## config.mk

```make
export PLATFORM = sky130hd
export DESIGN_NAME = utf8_stream_decoder_top
export DESIGN_NICKNAME = d
export VERILOG_FILES = /design/src/design/u8dec_pkg.sv /design/src/design/u8dec_front.sv /design/src/design/u8dec_fifo.sv /design/src/design/u8dec_back.sv /design/src/design/utf8_stream_decoder_top.sv
export SDC_FILE = /design/constraint.sdc
export NUM_CORES = 1
export LEC_CHECK = 0
export BUFFER_PORTS_ARGS = -buffer_cell sky130_fd_sc_hd__buf_4
export CAP_MARGIN = 40
export CORE_MARGIN = 3
export CORE_UTILIZATION = 52
export CTS_CLUSTER_DIAMETER = 150
export CTS_CLUSTER_SIZE = 14
export DETAILED_ROUTE_END_ITERATION = 6
export PLACE_DENSITY = 0.75
export SLEW_MARGIN = 15
export SYNTH_ARGS = -nofsm -noshare
export SYNTH_HDL_FRONTEND = slang
export SYNTH_SLANG_ARGS = --single-unit
export TNS_END_PERCENT = 30
```

## constraint.sdc

```tcl
create_clock -name clk_i -period 2.4 [get_ports clk_i]
set_input_delay 0.72 -clock clk_i [delete_from_list [all_inputs] [get_ports clk_i]]
set_output_delay 0.72 -clock clk_i [all_outputs]
set_load 0.005 [all_outputs]
```

## src/design/u8dec_pkg.sv

```systemverilog
package u8dec_pkg;

  localparam int unsigned QUEUE_DEPTH = 2;

  localparam int unsigned CP_W  = 21;
  localparam int unsigned LEN_W = 3;
  localparam int unsigned REM_W = 2;

  typedef enum logic [2:0] {
    ST_PENDING    = 3'd0,
    ST_COMPLETE   = 3'd1,
    ST_NULL       = 3'd2,
    ST_INVALID    = 3'd3,
    ST_INCOMPLETE = 3'd4
  } status_e;

  // Meaning of a byte if it arrives with no sequence open.
  typedef enum logic [2:0] {
    LEAD_ASCII,
    LEAD_TWO,
    LEAD_THREE,
    LEAD_FOUR,
    LEAD_BAD
  } lead_e;

  typedef struct packed {
    logic [7:0] data_byte;
    logic       end_of_buffer;
  } in_item_t;

  typedef struct packed {
    logic [CP_W-1:0]  code_point;
    logic [LEN_W-1:0] seq_length;
    status_e          status;
  } out_item_t;

  typedef struct packed {
    lead_e      lead;
    logic [7:0] data_byte;
    logic       end_of_buffer;
  } cls_t;

endpackage

```

## src/design/u8dec_front.sv

```systemverilog
module u8dec_front import u8dec_pkg::*; (
  input  logic     in_valid_i,
  input  in_item_t in_item_i,
  input  logic     q_ready_i,
  output logic     in_ready_o,
  output logic     q_push_o,
  output cls_t     q_cls_o
);

  lead_e lead;

  always_comb begin
    if (in_item_i.data_byte[7] == 1'b0) begin
      lead = LEAD_ASCII;
    end else if ((in_item_i.data_byte & 8'hE0) == 8'hC0) begin
      lead = LEAD_TWO;
    end else if ((in_item_i.data_byte & 8'hF0) == 8'hE0) begin
      lead = LEAD_THREE;
    end else if ((in_item_i.data_byte & 8'hF8) == 8'hF0) begin
      lead = LEAD_FOUR;
    end else begin
      lead = LEAD_BAD;
    end
  end

  assign in_ready_o              = q_ready_i;
  assign q_push_o                = in_valid_i && q_ready_i;
  assign q_cls_o.lead            = lead;
  assign q_cls_o.data_byte       = in_item_i.data_byte;
  assign q_cls_o.end_of_buffer   = in_item_i.end_of_buffer;

endmodule

```

## src/design/u8dec_fifo.sv

```systemverilog
module u8dec_fifo import u8dec_pkg::*; #(
  parameter int unsigned Depth = QUEUE_DEPTH
) (
  input  logic clk_i,
  input  logic rst_ni,
  input  logic push_i,
  input  cls_t push_data_i,
  output logic push_ready_o,
  input  logic pop_i,
  output logic pop_valid_o,
  output cls_t pop_data_o
);

  localparam int unsigned PtrW = (Depth > 1) ? $clog2(Depth) : 1;
  localparam int unsigned CntW = $clog2(Depth + 1);

  cls_t            mem_q [Depth];
  logic [PtrW-1:0] wr_ptr_q, wr_ptr_d;
  logic [PtrW-1:0] rd_ptr_q, rd_ptr_d;
  logic [CntW-1:0] count_q, count_d;

  function automatic logic [PtrW-1:0] next_ptr(input logic [PtrW-1:0] p);
    if (p == PtrW'(Depth - 1)) begin
      return '0;
    end
    return p + 1'b1;
  endfunction

  always_comb begin
    wr_ptr_d = push_i ? next_ptr(wr_ptr_q) : wr_ptr_q;
    rd_ptr_d = pop_i ? next_ptr(rd_ptr_q) : rd_ptr_q;
    count_d  = count_q;
    if (push_i && !pop_i) begin
      count_d = count_q + 1'b1;
    end else if (!push_i && pop_i) begin
      count_d = count_q - 1'b1;
    end
  end

  always_ff @(posedge clk_i or negedge rst_ni) begin
    if (!rst_ni) begin
      wr_ptr_q <= '0;
      rd_ptr_q <= '0;
      count_q  <= '0;
    end else begin
      wr_ptr_q <= wr_ptr_d;
      rd_ptr_q <= rd_ptr_d;
      count_q  <= count_d;
    end
  end

  always_ff @(posedge clk_i) begin
    if (push_i) begin
      mem_q[wr_ptr_q] <= push_data_i;
    end
  end

  assign push_ready_o = (count_q != CntW'(Depth));
  assign pop_valid_o  = (count_q != '0);
  assign pop_data_o   = mem_q[rd_ptr_q];

  a_no_overflow: assert property (@(posedge clk_i) disable iff (!rst_ni)
    push_i |-> (count_q != CntW'(Depth)))
    else $error("queue written while full");

  a_no_underflow: assert property (@(posedge clk_i) disable iff (!rst_ni)
    pop_i |-> (count_q != '0))
    else $error("queue read while empty");

  a_count_track: assert property (@(posedge clk_i) disable iff (!rst_ni)
    (push_i && !pop_i) |=> (count_q == $past(count_q) + 1'b1))
    else $error("queue count lost a write");

endmodule

```

## src/design/u8dec_back.sv

```systemverilog
module u8dec_back import u8dec_pkg::*; (
  input  logic      clk_i,
  input  logic      rst_ni,
  input  logic      q_valid_i,
  input  cls_t      q_cls_i,
  output logic      q_pop_o,
  output logic      out_valid_o,
  input  logic      out_ready_i,
  output out_item_t out_item_o
);

  logic [REM_W-1:0] rem_q, rem_d;
  logic [CP_W-1:0]  pv_q, pv_d;
  logic [LEN_W-1:0] tot_q, tot_d;
  logic             out_valid_q, out_valid_d;
  out_item_t        out_q, res;

  logic [CP_W-1:0]  cont_val;
  logic [REM_W-1:0] rem_dec;
  logic [7:0]       b;

  assign b       = q_cls_i.data_byte;
  assign q_pop_o = q_valid_i && (!out_valid_q || out_ready_i);
  assign rem_dec = rem_q - 1'b1;

  always_comb begin
    case (rem_q)
      2'd3:    cont_val = pv_q | (CP_W'(b[5:0]) << 12);
      2'd2:    cont_val = pv_q | (CP_W'(b[5:0]) << 6);
      default: cont_val = pv_q | CP_W'(b[5:0]);
    endcase
  end

  always_comb begin
    rem_d          = rem_q;
    pv_d           = pv_q;
    tot_d          = tot_q;
    res.code_point = '0;
    res.seq_length = '0;
    res.status     = ST_PENDING;

    if (rem_q == '0) begin
      unique case (q_cls_i.lead)
        LEAD_ASCII: begin
          res.code_point = CP_W'(b);
          res.seq_length = LEN_W'(1);
          res.status     = (b == 8'h00) ? ST_NULL : ST_COMPLETE;
        end
        LEAD_TWO: begin
          pv_d  = CP_W'(b[4:0]) << 6;
          rem_d = REM_W'(1);
          tot_d = LEN_W'(2);
        end
        LEAD_THREE: begin
          pv_d  = CP_W'(b[3:0]) << 12;
          rem_d = REM_W'(2);
          tot_d = LEN_W'(3);
        end
        LEAD_FOUR: begin
          pv_d  = CP_W'(b[2:0]) << 18;
          rem_d = REM_W'(3);
          tot_d = LEN_W'(4);
        end
        default: begin
          res.status = ST_INVALID;
        end
      endcase
      // A multi-byte lead byte that is also the last byte can never complete.
      if ((q_cls_i.lead inside {LEAD_TWO, LEAD_THREE, LEAD_FOUR}) &&
          q_cls_i.end_of_buffer) begin
        rem_d      = '0;
        pv_d       = '0;
        tot_d      = '0;
        res.status = ST_INCOMPLETE;
      end
    end else if (rem_dec == '0) begin
      res.code_point = cont_val;
      res.seq_length = tot_q;
      res.status     = ST_COMPLETE;
      rem_d          = '0;
      pv_d           = '0;
      tot_d          = '0;
    end else if (q_cls_i.end_of_buffer) begin
      res.status = ST_INCOMPLETE;
      rem_d      = '0;
      pv_d       = '0;
      tot_d      = '0;
    end else begin
      pv_d  = cont_val;
      rem_d = rem_dec;
    end
  end

  always_comb begin
    out_valid_d = out_valid_q;
    if (q_pop_o) begin
      out_valid_d = 1'b1;
    end else if (out_ready_i) begin
      out_valid_d = 1'b0;
    end
  end

  always_ff @(posedge clk_i or negedge rst_ni) begin
    if (!rst_ni) begin
      rem_q       <= '0;
      pv_q        <= '0;
      tot_q       <= '0;
      out_valid_q <= 1'b0;
    end else begin
      out_valid_q <= out_valid_d;
      if (q_pop_o) begin
        rem_q <= rem_d;
        pv_q  <= pv_d;
        tot_q <= tot_d;
      end
    end
  end

  always_ff @(posedge clk_i) begin
    if (q_pop_o) begin
      out_q <= res;
    end
  end

  assign out_valid_o = out_valid_q;
  assign out_item_o  = out_q;

  a_idle_clean: assert property (@(posedge clk_i) disable iff (!rst_ni)
    (rem_q == '0) |-> (pv_q == '0 && tot_q == '0))
    else $error("idle decoder holds leftover sequence state");

  a_len_above_rem: assert property (@(posedge clk_i) disable iff (!rst_ni)
    (rem_q != '0) |-> (tot_q > LEN_W'(rem_q)))
    else $error("sequence length not above remaining byte count");

  a_bad_lead: assert property (@(posedge clk_i) disable iff (!rst_ni)
    (q_pop_o && rem_q == '0 && q_cls_i.lead == LEAD_BAD)
      |=> (out_valid_q && out_q.status == ST_INVALID))
    else $error("invalid lead byte not reported");

  a_empty_fields: assert property (@(posedge clk_i) disable iff (!rst_ni)
    (out_valid_q && out_q.status != ST_COMPLETE && out_q.status != ST_NULL)
      |-> (out_q.code_point == '0 && out_q.seq_length == '0))
    else $error("non-character result carries data");

endmodule

```

## src/design/utf8_stream_decoder_top.sv

```systemverilog
// Path: an accepted byte is written into the queue, then popped by the back end,
// which registers its result in out_q for out_item_o and raises out_valid_o.
// Throughput: one byte per cycle unless the output stalls on out_ready_i.
// The queue between front and back holds QueueDepth classified bytes.
// Reset: rst_ni clears the queue, the sequence state and the output valid at once.
module utf8_stream_decoder_top import u8dec_pkg::*; #(
  parameter int unsigned QueueDepth = QUEUE_DEPTH
) (
  input  logic      clk_i,
  input  logic      rst_ni,
  input  logic      in_valid_i,
  output logic      in_ready_o,
  input  in_item_t  in_item_i,
  output logic      out_valid_o,
  input  logic      out_ready_i,
  output out_item_t out_item_o
);

  logic q_push, q_ready, q_pop, q_valid;
  cls_t q_wdata, q_rdata;

  u8dec_front u_front (
    .in_valid_i (in_valid_i),
    .in_item_i  (in_item_i),
    .q_ready_i  (q_ready),
    .in_ready_o (in_ready_o),
    .q_push_o   (q_push),
    .q_cls_o    (q_wdata)
  );

  u8dec_fifo #(
    .Depth (QueueDepth)
  ) u_fifo (
    .clk_i        (clk_i),
    .rst_ni       (rst_ni),
    .push_i       (q_push),
    .push_data_i  (q_wdata),
    .push_ready_o (q_ready),
    .pop_i        (q_pop),
    .pop_valid_o  (q_valid),
    .pop_data_o   (q_rdata)
  );

  u8dec_back u_back (
    .clk_i       (clk_i),
    .rst_ni      (rst_ni),
    .q_valid_i   (q_valid),
    .q_cls_i     (q_rdata),
    .q_pop_o     (q_pop),
    .out_valid_o (out_valid_o),
    .out_ready_i (out_ready_i),
    .out_item_o  (out_item_o)
  );

endmodule
```

Word-level counts from Yosys, hierarchy flattened

Memories as Yosys holds them, arrays and structs flattened.
Index checks and enable logic that the tools add are counted.

Bitwise gates (word level): 3
Mux-type cells: 40
Reduce and logical (&&, ||, !) cells: 21
$add $sub $neg: 5
Eq/ne operators: 10

Operators with widths:

| cell               | number |
|---|---|
| $mux 21            | 4 |
| $pmux 21 s3        | 1 |
| $pmux 21 s2        | 1 |
| $mux 3             | 11 |
| $mux 27            | 1 |
| $mux 24            | 1 |
| $or 21x12->21      | 1 |
| $or 21x18->21      | 1 |
| $or 21x6->21       | 1 |
| $mux 2             | 7 |
| $mux 11            | 1 |
| $mux 1             | 10 |
| $pmux 3 s3         | 1 |
| $logic_not 8->1    | 1 |
| $eq 3x2->1 const B | 2 |
| $pmux 2 s3         | 1 |
| $pmux 3 s2         | 1 |
| $reduce_bool 2->1  | 3 |
| $reduce_bool 3->1  | 2 |
| $eq 5x5->1 const B | 1 |
| $logic_and 1x1->1  | 5 |
| $ne 5x5->1 const B | 1 |
| $eq 2x2->1 const B | 2 |
| $eq 4x4->1 const B | 1 |
| 13 further kinds   | 18 |

Input port bits: 13
Register bits: 58
Memories kept: 1
RAM bits: 24
Logic and storage cells: 90
Output and inout port bits: 29

Memories:

| memory       | depth | width | read ports | clocked after memory_dff | wr ports | RTL line         | text |
|---|---|---|---|---|---|---|---|
| u_fifo.mem_q | 2     | 12    | 1          | 0                        | 1        | u8dec_fifo.sv:17 | `cls_t mem_q [Depth];` |

Logic depth before layout (Yosys ltp)

Gate-level depths: netlist of run 1.

Depth in word-level cells: 6
Gate-level depth with buffers: 8
Gate-level depth less buffers: 7

By module

From an unflattened synthesis of run 1, not the netlist that was laid out.

Cells, all modules: 279
Area, all modules: 3,751.1 um^2

By module, submodules not included:

| module      | cells each | seq. area each (um^2) | times used | area an instance (um^2) |
|---|---|---|---|---|
| u8dec_back  | 208        | 1,486.4               | 1          | 2,542.4 |
| u8dec_fifo  | 53         | 820.8                 | 1          | 1,089.8 |
| u8dec_front | 18         | 0.0                   | 1          | 118.9 |

Least setup slack after synthesis of run 1

No wires, ideal clock.

Path kind: input port to flip-flop
From: input port out_ready_i
To: register u_back.tot_q[0]
Path buffers: 0
Stages on the path: 5
Data required time: 2,275 ps
Arrival time: 2,258 ps
Path slack: 18 ps
Library setup time: 125 ps
Cells stage by stage: nand2b_1 > o21ai_2 > inv_1 > nand3_2 > mux2_2

Cells in the longest elaborated chain, start to end: 3

RTL lines:

| item                       | RTL line                      | text |
|---|---|---|
| start, declared            | utf8_stream_decoder_top.sv:15 | `input logic out_ready_i,` |
| $logic_or 1x1->1           | u8dec_back.sv:23              | `assign q_pop_o = q_valid_i && (!out_valid_q \|\| out_ready_i);` |
| $logic_and 1x1->1          | u8dec_back.sv:23              |  |
| net q_pop                  | utf8_stream_decoder_top.sv:19 | `logic q_push, q_ready, q_pop, q_valid;` |
| $reduce_and 3->1 (no line) | n/a                           |  |
| end signal, assigned       | u8dec_back.sv:114             | `tot_q <= tot_d;` |
| end, declared              | u8dec_back.sv:14              | `logic [LEN_W-1:0] tot_q, tot_d;` |

The timed path passes the listed nets, and every way through them passes these cells.
A chain may end at the register's enable or synchronous reset.

==> flow_summary.json, run 1 <==
{
  "outcome": "finished clean",
  "wl_per_cell_um": 17.4,
  "syn_nets": 306,
  "post_cts_buffers": 0,
  "required_ns": 2.50,
  "start_util_pct": 54.4,
  "synth_seq_area_share_pct": 61.8,
  "path_max_fanout": 8,
  "drtIter0Drc": 237,
  "syn-instance-count": 287,
  "start_kind": "flip-flop",
  "first_pass_iters": 5,
  "vias": 2536,
  "syn_area_per_cell_um2": 13.0,
  "setup-violations-final": 0,
  "numCtsBuffers": 9,
  "stdcell_count": 441,
  "min_period_ns": 2.24,
  "htree_levels": 3,
  "grt_usage_pct": 19.5,
  "period_share_pct": 93.3,
  "drc": 0,
  "ioPinCount": 42,
  "crit_path_end": "u_back.out_item_o[9]",
  "syn_to_final_growth_pct": 17.8,
  "grt_pass1_vias": 2435,
  "tns_ns": 0,
  "rsz0062_at_grt": "false",
  "dp_hpwl_um": 5390,
  "fin_nets": 359,
  "crit_start": "u_back.rem_q[0]",
  "ys_types": 58,
  "fill_cells": 526,
  "fp.dieH_um": 90.7,
  "synth_top_area_share_pct": 41.0,
  "worst_clock_skew_ns": 0.00846,
  "root_buffer": "clkbuf_8",
  "netlist_area_um2": 3730,
  "layout_commonest_cell": "buf_4",
  "synth_top_flop_cell": "edfxtp_1",
  "p_leak_uw": 0.00176,
  "synth_edf_count": 51,
  "reg2reg_to": "u_back.out_item_o[9]",
  "antenna_found_initial": 0,
  "worstPathArrival_ns": 2.34,
  "rows": 30,
  "worst-setup-path-type": "flip-flop to flip-flop",
  "ys_ff_latch": 82,
  "die_w_um": 90.7,
  "finalHoldViolations": 0,
  "p_per_area_nw_per_um2": 1370,
  "cts_tree": "yes",
  "place.gp.congestion": 0.902,
  "num_antenna_cells": 0,
  "maxSlewViolCount": 0,
  "grt_pass1_wl_um": 12400,
  "core_area_um2": 6870,
  "synth-async-reset-ratio_pct": 37.8,
  "dieArea_um2": 8230,
  "ir_worst_vdd_uv": 569,
  "clk-insertion-delay-late_ns": 0.35,
  "synth_top_area_cell": "edfxtp_1",
  "drive_gt1_share_pct": 29.3,
  "clockBufferDepth": 2,
  "layout_common_cells": "buf_4 (55), edfxtp_1 (51), dfrtp_1 (31)",
  "numPortBuffers": 41,
  "yosysWarnings": 0,
  "r2r_setup_slack_ns": 0.16,
  "ys_top_cells_by_area": "edfxtp_1 (41%), dfrtp_1 (21%), mux2_2 (4.5%)",
  "worstReg2RegStart": "u_back.rem_q[0]",
  "grt_max_degree": 32,
  "clock.fmax_mhz": 447,
  "end_kind": "flip-flop",
  "hold_class": "primary input to asynchronous set/reset pin",
  "clock-sinks": 82,
  "r2r_cells": 6,
  "power.total_uw": 6030,
  "relSlewSlack_pct": 55.1,
  "grt_overflow": 0,
  "antenna_left": 0,
  "clkTransAtPathRegs_ns": 0.08,
  "drt-total-wl_um": 7690,
  "tightest_slew_ns": 0.669,
  "routed_via_density": 5.75,
  "placedCellCount": 425,
  "cap_violations": 0
}
-- cell families (layout without fill, tap and decap cells) --
kind of cell,after synthesis,count (layout),share of synthesized area (%)
flops,82,82,61.8
simple gates,77,77,11.2
compound gates,73,73,14.9
buf+inv,23,81,2.75
mux,21,21,6.13
fa+ha+maj,6,6,2.01
xor+xnor,5,5,1.17
-- power by group --
part / internal [uW] / switching, uW
sequential: 2140 / 268
combinational: 1170 / 1490
clock: 506 / 468
-- through the flow --
step | cell area, um^2 | utilization, % | setup slack, ns | hold slack [ns]
finish | 4400 | 64.0 | 0.162 | 0.293
detailed placement | 4200 | 61.2 | 0.118 | 0.482
floorplan | 3730 | - | 0.0176 | 0.424
global placement | 4200 | 61.2 | 0.234 | 0.475
global route | 4400 | 64.0 | 0.0643 | 0.322
CTS | 4400 | 64.0 | 0.0999 | 0.308
-- routing by layer --
metal  GRT usage (%)  routed length (um)  vias to the layer above
li1                -                   -                     1197
met1            26.8                3500                     1229
met2            29.4                3530                       89
met3            3.25                 386                       21
met4            10.7                 265                        0
met5               0                   0                        -
-- flip-flops by register name (all words and copies together) (netlist names) --
signal and cells:
u_fifo.rd_ptr_q 1, u_back.rem_q 2, u_back.out_valid_o 1, u_back.out_item_o 27, u_back.tot_q 3, u_fifo.count_q 2
u_back.pv_q 21, u_fifo.mem_q 24, u_fifo.wr_ptr_q 1
-- layout make-up --
type / instances / area (um^2) / area share (%)
flip-flops and latches: 82 / 2310 / 52.4
multi-input cells: 182 / 1330 / 30.1
clock inverters: 5 / 53.8 / 1.22
clock buffers: 11 / 141 / 3.21
repair buffers: 55 / 413 / 9.39
inverters: 10 / 37.5 / 0.853
well taps: 96 / 120 / 2.73
-- critical path: stages, from the launching register on --
cell,delay (ns)
dfrtp_1,0.42
inv_1,0.10
ha_1,0.21
or3b_2,0.60
nor2b_2,0.25
o2bb2a_2,0.31
o21ai_0,0.11
-- repair_timing --
item	in CTS	in global routing
hold buffers	0	0
gates resized for setup	0	1
setup endpoints to repair	0	1
-- how the worst min path moves through the flow --
stage,start,endpoint
2_1_floorplan,rst_ni,u_back.out_valid_o
3_3_place_gp,u_back.pv_q[13],u_back.pv_q[13]
3_5_place_dp,u_back.pv_q[14],u_back.pv_q[14]
4_1_cts,rst_ni,u_fifo.wr_ptr_q
5_1_grt,rst_ni,u_fifo.wr_ptr_q
6_report,rst_ni,u_fifo.wr_ptr_q
-- cells in the mapped netlist (6+ instances only) --
master and count:
a21oi_1 8, a22oi_1 6, a31oi_1 9, and2_1 7
clkbuf_1 6, dfrtp_1 31, edfxtp_1 51, ha_1 6
inv_1 10, mux2_2 15, mux2i_1 6, nand2_1 20
nor2_1 13, nor2b_1 9, o21ai_0 8, o31ai_1 7
o32ai_1 7
Note: power is estimated with default switching activity, not from simulation.
==> run 2: changes to the inputs <==
--- a/config.mk
+++ b/config.mk
@@ -8,11 +8,10 @@
 export BUFFER_PORTS_ARGS = -buffer_cell sky130_fd_sc_hd__buf_4
 export CAP_MARGIN = 40
 export CORE_MARGIN = 3
-export CORE_UTILIZATION = 52
+export CORE_UTILIZATION = 40
 export CTS_CLUSTER_DIAMETER = 150
 export CTS_CLUSTER_SIZE = 14
 export DETAILED_ROUTE_END_ITERATION = 6
-export PLACE_DENSITY = 0.75
 export SLEW_MARGIN = 15
 export SYNTH_ARGS = -nofsm -noshare
 export SYNTH_HDL_FRONTEND = slang
==> run 2 against run 1 <==
  * Via count stayed put
  * Global-route usage fell by 3.3 points
  * Design area grew 0.26%
  * Worst hold slack lost 0.0082 ns
  * Sequential cell count did not move
  * Clock power fell by 10%
  * Sequential share of layout area is 0.13 points lower
  * Maximum frequency shrank 1.5%
  * First-iteration DRC count fell by 44%
  * Critical path type unchanged
==> flow_summary.json, run 2 (synthesis gave the netlist of run 1 again) <==
{
  "die_w_um": 103,
  "p_per_area_nw_per_um2": 1350,
  "hold_class": "primary input to asynchronous set/reset pin",
  "tns_ns": 0,
  "setup-violations-final": 0,
  "clkTransAtPathRegs_ns": 0.08,
  "fin_nets": 362,
  "stdcell_count": 456,
  "grt_pass1_wl_um": 12500,
  "syn_to_final_growth_pct": 18.1,
  "dp_slack_ns": 0.115,
  "power_frac_seq_pct": 39.9,
  "path_buf_inv": 1,
  "antenna_left": 0,
  "clk-insertion-delay-late_ns": 0.36,
  "crit_start": "u_back.rem_q[0]",
  "finalHoldViolations": 0,
  "routed_via_density": 5.56,
  "rsz0062_at_grt": "false",
  "grt_overflow": 0,
  "cts_hold_buf": 0,
  "p_int_uw": 3710,
  "clock_power_share_pct": 14.7,
  "end_kind": "flip-flop",
  "wl_per_cell_um": 17.6,
  "first_pass_iters": 4,
  "p_sw_uw": 2250,
  "largest_register_ffs": 27,
  "drive_gt1_share_pct": 29.9,
  "grt_max_degree": 32,
  "r2r_cells": 6,
  "slowest_stage": "or3b_2",
  "outcome": "finished clean",
  "layout_commonest_cell": "buf_4",
  "clock.fmax_mhz": 440,
  "numPortBuffers": 41,
  "ioPinCount": 42,
  "start_util_pct": 42.0,
  "drt-total-wl_um": 8010,
  "cts_tree": "yes",
  "min_period_ns": 2.27,
  "fin_ws_ns": 0.127,
  "maxSlewViolCount": 0,
  "path_cells": "inv_1, ha_1, or3b_2, nor2b_2, o2bb2a_2, o21ai_0",
  "place.gp.congestion": 0.824,
  "crit_family": "simple AND/OR/NAND/NOR gates",
  "fp.dieH_um": 103,
  "tightest_slew_ns": 0.572,
  "root_buffer": "clkbuf_8",
  "clock-sinks": 82,
  "worstPathArrival_ns": 2.36,
  "fill_cells": 778,
  "period_share_pct": 94.7,
  "required_ns": 2.49,
  "antenna_found_initial": 0,
  "worst-setup-path-type": "flip-flop to flip-flop",
  "drtIter0Drc": 132,
  "swShare_pct": 37.8,
  "clockBufferDepth": 2,
  "vias": 2536,
  "grt_usage_pct": 16.2,
  "place_area_um2": 4240,
  "core_area_um2": 8890,
  "worstReg2RegStart": "u_back.rem_q[0]",
  "worst_clock_skew_ns": 0.0166,
  "dp_hpwl_um": 5700,
  "reg2reg_to": "u_back.out_item_o[8]",
  "grt_pass1_vias": 2377,
  "rows": 34,
  "r2r_setup_slack_ns": 0.13,
  "worst_path_largest_cell_delay_ns": 0.60,
  "layout_common_cells": "buf_4 (58), edfxtp_1 (51), dfrtp_1 (31)",
  "dieArea_um2": 10500,
  "final_area_um2": 4410,
  "drc": 0,
  "p_leak_uw": 0.00175,
  "ir_worst_vdd_uv": 428,
  "cap_violations": 0,
  "htree_levels": 3,
  "start_kind": "flip-flop",
  "numCtsBuffers": 9,
  "combPwrFrac_pct": 45.4,
  "relSlewSlack_pct": 61.6,
  "placedCellCount": 440,
  "num_antenna_cells": 0,
  "path_max_fanout": 8
}
[run 2: cell types whose count changed in the layout (fill, tap and decap cells not counted), sizes merged]
cell and delta:
clkbuf -1, clkinvlp +2, bufinv -1, buf +3
[run 2: power groups by stage]
stage / Sequential (uW) / Combinational [uW] / Clock (uW)
5_1_grt: 2430 / 2960 / 976
4_1_cts: 2380 / 2700 / 906
3_5_place_dp: 2410 / 2700 / 0
6_report: 2380 / 2710 / 874
3_3_place_gp: 2400 / 2660 / 0
2_1_floorplan: 2370 / 1680 / 0
[run 2: timing repair]
action,CTS,global route
resized for setup,0,1
hold endpoints to repair,0,0
buffers inserted,0,0
endpoints found under the setup margin,0,5
[run 2: per-stage QoR]
stage / power (uW) / utilization (%) / hold WS, ns
3_5_place_dp: 5110 / 47.7 / 0.480
4_1_cts: 5990 / 49.6 / 0.285
3_3_place_gp: 5050 / 47.7 / 0.475
2_1_floorplan: 4050 / - / 0.424
6_report: 5960 / 49.6 / 0.284
5_1_grt: 6370 / 49.6 / 0.299
[run 2: per-layer routing]
metal / track usage (%) / vias up / share of wire, %
li1: - / 1204 / -
met1: 22.5 / 1254 / 46
met2: 24.4 / 67 / 47
met3: 3.11 / 11 / 5.6
met4: 7.77 / 0 / 1.9
met5: 0 / - / 0
[run 2: worst max path at each step]
stage	to	cells after the start
floorplan	u_back.tot_q[0]	5
global placement	u_back.out_item_o[8]	6
detailed placement	u_back.out_item_o[8]	6
CTS	u_back.out_item_o[8]	6
global route	u_back.out_item_o[8]	6
finish	u_back.out_item_o[8]	6
[run 2: layout make-up]
cell class | instances | area (um^2) | share of cell area, %
clock buffers | 10 | 128 | 2.89
clock inverters | 6 | 41.3 | 0.936
inverters | 10 | 37.5 | 0.851
multi-input cells | 182 | 1330 | 30.1
flip-flops and latches | 82 | 2310 | 52.3
well taps | 108 | 135 | 3.06
repair buffers | 58 | 435 | 9.87
[run 2: worst register-to-register path, delay by kind of cell, from the launching register on]
family,cells,cell delay (ns)
fa+ha+maj,1,0.21
flops,1,0.42
simple gates,2,0.85
compound gates,2,0.43
buf+inv,1,0.10
